[config.mk]
export PLATFORM = sky130hd
export DESIGN_NAME = tcw_ctrl
export DESIGN_NICKNAME = d
export VERILOG_FILES = /design/src/design/tcw_pkg.sv /design/src/design/tcw_ctrl.sv
export SDC_FILE = /design/constraint.sdc
export NUM_CORES = 1
export LEC_CHECK = 0
export BUFFER_PORTS_ARGS = -buffer_cell sky130_fd_sc_hd__clkbuf_2
export CORE_AREA = 4 4 41 43
export DETAILED_ROUTE_END_ITERATION = 10
export DIE_AREA = 0 0 45 47
export PLACE_DENSITY = 0.53
export SYNTH_ARGS = -nofsm -noshare
export SYNTH_HDL_FRONTEND = slang
export SYNTH_SLANG_ARGS = --single-unit
[constraint.sdc]
create_clock -name clk_i -period 1.1 [get_ports clk_i]
set_input_delay 0.165 -clock clk_i [delete_from_list [all_inputs] [get_ports clk_i]]
set_output_delay 0.165 -clock clk_i [all_outputs]
set_load 0.01 [all_outputs]
[src/design/tcw_pkg.sv]
`default_nettype none
// ----------------------------------------------------------------------------
// tcw_pkg
// Shared types and constants of the text console character writer: the
// item layouts of both channels, the operation codes, the controller
// states and the command and status groups between controller and datapath.
// ----------------------------------------------------------------------------
package tcw_pkg;

  // Default screen geometry
  localparam int DEF_COLUMNS  = 80;
  localparam int DEF_ROWS     = 25;
  localparam int DEF_TAB_STOP = 8;

  // Fixed field widths
  localparam int IDX_W  = 11;
  localparam int POS_W  = 11;
  localparam int CELL_W = 16;

  typedef enum logic [1:0] {
    OP_PUT   = 2'd0,
    OP_CLEAR = 2'd1,
    OP_READ  = 2'd2,
    OP_NOP   = 2'd3
  } tcw_op_e;

  typedef struct packed {
    logic [1:0]       opcode;
    logic [7:0]       char_code;
    logic [3:0]       bg_color;
    logic [3:0]       fg_color;
    logic [IDX_W-1:0] cell_index;
  } tcw_in_t;

  typedef struct packed {
    logic [POS_W-1:0]  cursor_position;
    logic [CELL_W-1:0] cell_data;
    logic              did_scroll;
  } tcw_out_t;

  typedef enum logic [2:0] {
    ST_RESET_CLR,
    ST_IDLE,
    ST_PUT,
    ST_SCROLL,
    ST_CLEAR,
    ST_LOCATE,
    ST_READ,
    ST_RESULT
  } tcw_state_e;

  // Controller to datapath
  typedef struct packed {
    logic capture;
    logic home;
    logic sweep_clr;
    logic sweep_all;
    logic sweep_row;
    logic put;
    logic locate;
    logic read;
    logic load_out;
  } tcw_cmd_t;

  // Datapath to controller
  typedef struct packed {
    logic all_done;
    logic row_done;
    logic scroll;
    logic out_free;
  } tcw_status_t;

endpackage
`default_nettype wire

[src/design/tcw_ctrl.sv]
`default_nettype none
// ----------------------------------------------------------------------------
// tcw_ctrl
// Sequencer of the console writer: takes one item at a time, steps the
// datapath through put, scroll, clear and read, and hands the result to
// the output register.
// ----------------------------------------------------------------------------
module tcw_ctrl
  import tcw_pkg::*;
(
  input  wire logic        clk_i,
  input  wire logic        rst_ni,
  input  wire logic        in_valid_i,
  input  wire logic [1:0]  in_op_i,
  input  wire tcw_status_t status_i,
  output logic             in_stall_o,
  output tcw_cmd_t         cmd_o
);

  tcw_state_e state_q, state_d;

  // State register
  always_ff @(posedge clk_i or negedge rst_ni) begin
    if (!rst_ni) begin
      state_q <= ST_RESET_CLR;
    end else begin
      state_q <= state_d;
    end
  end

  // Next state
  always_comb begin
    state_d = state_q;
    case (state_q)
      ST_RESET_CLR: begin
        if (status_i.all_done) state_d = ST_IDLE;
      end
      ST_IDLE: begin
        if (in_valid_i) begin
          case (tcw_op_e'(in_op_i))
            OP_PUT:   state_d = ST_PUT;
            OP_CLEAR: state_d = ST_CLEAR;
            OP_READ:  state_d = ST_LOCATE;
            OP_NOP:   state_d = ST_RESULT;
            default:  state_d = ST_RESULT;
          endcase
        end
      end
      ST_PUT: begin
        state_d = status_i.scroll ? ST_SCROLL : ST_RESULT;
      end
      ST_SCROLL: begin
        if (status_i.row_done) state_d = ST_RESULT;
      end
      ST_CLEAR: begin
        if (status_i.all_done) state_d = ST_RESULT;
      end
      ST_LOCATE: state_d = ST_READ;
      ST_READ:   state_d = ST_RESULT;
      ST_RESULT: begin
        if (status_i.out_free) state_d = ST_IDLE;
      end
      default: state_d = ST_IDLE;
    endcase
  end

  // Outputs
  always_comb begin
    in_stall_o = 1'b1;
    cmd_o      = '0;
    case (state_q)
      ST_RESET_CLR: cmd_o.sweep_all = 1'b1;
      ST_IDLE: begin
        in_stall_o = 1'b0;
        if (in_valid_i) begin
          cmd_o.capture = 1'b1;
          if (in_op_i == OP_CLEAR) begin
            cmd_o.home      = 1'b1;
            cmd_o.sweep_clr = 1'b1;
          end
        end
      end
      ST_PUT: begin
        cmd_o.put       = 1'b1;
        cmd_o.sweep_clr = 1'b1;
      end
      ST_SCROLL: cmd_o.sweep_row = 1'b1;
      ST_CLEAR:  cmd_o.sweep_all = 1'b1;
      ST_LOCATE: cmd_o.locate    = 1'b1;
      ST_READ:   cmd_o.read      = 1'b1;
      ST_RESULT: cmd_o.load_out  = status_i.out_free;
      default:   cmd_o           = '0;
    endcase
  end

endmodule
`default_nettype wire

# After elaboration in Yosys (flattened, before gate mapping)
# Index checks and enable logic that the tools add are counted.
# Widths: inputs -> output; s select.
dict set report word_totals {
  ff_bits 3
  inputBits 9
  output_inout_bits 10
  wordCells 39
}
dict set report op_classes {
  n_eq_ne 15
  n_mux 19
  n_reduce_logical 4
}
# op count
set ops {}
lappend ops {{$pmux 3 s8} 1}
lappend ops {{$mux 3} 7}
lappend ops {{$eq 3x3->1 const B} 4}
lappend ops {{$pmux 3 s4} 1}
lappend ops {{$ne 2x2->1 const B} 5}
lappend ops {{$mux 1} 7}
lappend ops {{$eq 3x2->1 const B} 2}
lappend ops {{$reduce_and 5->1} 1}
lappend ops {{$eq 2x2->1 const B} 2}
lappend ops {{$mux 2} 2}
lappend ops {{$eq 3x1->1 const B} 1}
lappend ops {{$logic_not 3->1} 1}
lappend ops {{$eq 2x1->1 const B} 1}
lappend ops {{$logic_not 2->1} 1}
lappend ops {{$pmux 1 s2} 1}
lappend ops {{$reduce_or 2->1} 1}

# Depth between registers and ports, before layout
dict set report logic_depth {
  word_depth 4
  depth_mapped 6
  mapped_depth_nobuf 6
}

# Worst setup path before layout
# OpenSTA, ideal clock, no wires.
dict set report synth_path {
  path_type {register -> output}
  start {register state_q[2]}
  end {output port cmd_o[6] (netlist name)}
  t_arrival_ns 1.161
  setup_slack_ns -0.226
  path_stages_with_launch 6
  path_cell_list {dfrtp_1 buf_6 nand2b_4 nor3_2 and2_4 or2_1}
}
# item line
set synth_lines {}
lappend synth_lines {{from (decl)} tcw_ctrl.sv:20} ;# tcw_state_e state_q, state_d;
lappend synth_lines {{from (signal assigned)} tcw_ctrl.sv:27} ;# state_q <= state_d;
lappend synth_lines {{to (decl)} tcw_ctrl.sv:17} ;# output tcw_cmd_t cmd_o

==> results.yml <==
global_routing:
  use_met2_pct: 15.8
  grt_overflow: 0
  use_met1_pct: 11.6
  grt_start_max_net_pins: 8
  grt_pass1_vias: 382
  antenna_found_initial: 0
  grt_pass1_wl_um: 1510
  grt_usage_pct: 9.80
  busiest_layer: "met2"
  grt_util_met3_pct: 5.36
setup_path:
  path_cells: "nand2b_4 > nor3_4 > and2_4 > or2_1 > buf_2"
  crit_buf_inv: 1
  worstReg2RegStart: "state_q[0]"
  worstPathRequired_ps: 940
  critPathMaxFanout: 3
  reg2reg_depth: 5
  critPathCaptureType: "primary output"
  rrSetupSlack_ps: -150
  critical_path.max_stage_delay_ps: 410
  cpLargestDelayFamily: "simple AND/OR/NAND/NOR gates"
  cp.arrival_ps: 1260
  worstSetupPathType: "flip-flop to primary output"
  r2r-end: "state_q[1]"
  slowest_stage: "dfrtp_1"
  cp-start-kind: "flip-flop"
clocking:
  cts.clk_slew.worst_paths_ps: 30
  worstSkewPairLatency_ps: 230
  cts_buffer_depth: 2
  tritoncts: "done"
  cts_buffers: 3
  root_buffer: "clkbuf_4"
  htreeDepth: 1
  clock_sinks: 3
floorplan:
  core_area_um2: 1300
  num_rows: 13
  start_util_pct: 26.4
  dieArea_um2: 2120
  die_y_um: 47
  io_pins: 19
  die_w_um: 45
min_path:
  holdPathStages: 3
  hold_end: "state_q[0]"
  worstHoldPathType: "input pin to flip-flop"
  holdCritStartpoint: "status_i[3]"
synth:
  seq_area_frac_synth_pct: 21.8
  syn_avg_cell_area_um2: 7.48
  synth_seq_cells: 3
  syn-cell-area_um2: 344
  ys_types: 21
  synthCells: 46
  yosys_warnings: 0
  synth_nets: 59
sta:
  grt_setup_unrepaired: "yes"
  tightest_slew_ps: 159
  slew_headroom_pct: 89.4
  fin_skew_ps: 6.23
  finalSetupViolCount: 12
  finalCritPeriodShare_pct: 130
  min_period_ps: 1430
  max_freq_ghz: 0.702
  whs_ps: 192
  fin_tns_setup_ps: -2500
  slew_viol_final: 0
  setup_slack_ps: -325
  hold_viol_final: 0
job:
  drv_cap: 0
routing:
  antenna_left: 0
  drc: 0
  totalWireLength_um: 923
  drt-pass1-iter-count: 4
  drt-vias-per-instance: 4.23
  drt_iter0_markers: 4
  vias: 402
  wl_per_cell_um: 9.72
final_layout:
  top_register: "state_q"
  largestRegisters: "state_q (3)"
  synthToLayoutAreaGrowth_pct: 82.9
  fillerInstances: 141
  largest_register_ffs: 3
  fin_util_pct: 48.4
  drive_gt1_share_pct: 57.5
  stdcell_count: 95
  antennaDiodeCount: 0
  final_nets: 94
placed_design:
  io_buffers: 18
  gp_congestion: 0.730
  place_inst: 88
  dpl.hpwl_um: 778
  place_ws_ps: -116
power:
  p_leak_nw: 0.356
  p_per_area_nw_per_um2: 2230
  peakVddDrop_mv: 0.862
status:
  outcome: "finished with violations"
  violations: "setup timing"
through the flow:
| step | instance area, um^2 | power [mW] |
|---|---|---|
| after floorplan | 350 | 0.712 |
| after global placement | 522 | 1.04 |
| after detailed placement | 522 | 1.04 |
| after CTS | 599 | 1.33 |
| after global routing | 629 | 1.53 |
| final | 629 | 1.40 |
cells by family (layout without fill, tap and decap cells):
kind of cell	Yosys count	count (layout)	share of synthesized area [%]
simple gates	19	19	30.5
compound gates	11	11	17.8
buf+inv	9	43	15.3
fa+ha+maj	4	4	14.5
flops	3	3	21.8
Yosys cell counts, drive strengths merged:
master | number | area share, %
or3 | 1 | 1.8
and3 | 1 | 2.2
nor3 | 2 | 4.4
o21ai | 4 | 5.8
nand2b | 2 | 5.8
dfrtp | 3 | 22
buf | 3 | 8.0
a31oi | 2 | 3.6
or2 | 1 | 1.8
and2 | 1 | 2.5
inv | 6 | 7.3
a21oi | 4 | 5.8
nor2 | 9 | 9.8
nand2 | 2 | 2.2
o2bb2ai | 1 | 2.5
ha | 4 | 15
layout by cell type, fill, tap and decap left out:
master and count:
clkbuf_1 1, a31oi_1 2, inv_4 1, clkbuf_2 9, nor3_4 2, or3_1 1, and2_4 1, a21oi_2 2
ha_1 4, nor2_1 8, a21oi_1 2, buf_2 6, nand2b_4 2, or2_1 1, buf_6 5, nand2_1 2
dfrtp_1 2, dfrtp_2 1, buf_4 12, and3_2 1, o21ai_0 3, o2bb2ai_1 1, clkbuf_4 3, o21ai_1 1
inv_1 5, dlygate4sd3_1 1, nor2_2 1
worst reg2reg max path, cell delays in order, from the launching register on:
cell and delay (ps):
dfrtp_1 400, buf_4 140, buf_6 100, inv_4 30, or3_1 340, a31oi_1 150
worst max-delay path by stage:
stage	start	to	slack, ps	cells after the start
2_1_floorplan	state_q[2]	cmd_o[6]	-170	5
3_3_place_gp	in_op_i[0]	state_q[1]	-80	5
3_5_place_dp	in_op_i[0]	state_q[1]	-120	5
4_1_cts	state_q[2]	cmd_o[6]	-330	5
5_1_grt	state_q[2]	cmd_o[6]	-380	5
6_report	state_q[0]	cmd_o[6]	-330	5
routing by layer:
metal  up-vias  part of all wire [%]
li1        218                     -
met1       172                    44
met2        12                    47
met3         0                   8.7
met4         0                     0
met5         -                     0
power by group:
part	switching, mW	total [mW]	internal [mW]
combinational	0.470	0.997	0.527
sequential	0.0539	0.217	0.164
clock	0.0549	0.191	0.136
final cells by class:
cell class	instances	area, um^2	area share, %
Clock buffer	4	26.3	4.17
Inverter	6	25.0	3.98
Multi-Input combinational cell	34	251	40.0
Sequential cell	3	76.3	12.1
Tap cell	15	18.8	2.98
Timing Repair Buffer	33	231	36.8
what timing repair did:
action                                  CTS  global route
gates resized for setup                   8            13
endpoints found under the setup margin   12            13
hold buffers                              1             0
hold endpoints to repair                  3             0
setup buffers                             2             0
pin swaps                                 4             0
Note: power is estimated with default switching activity, not from simulation.
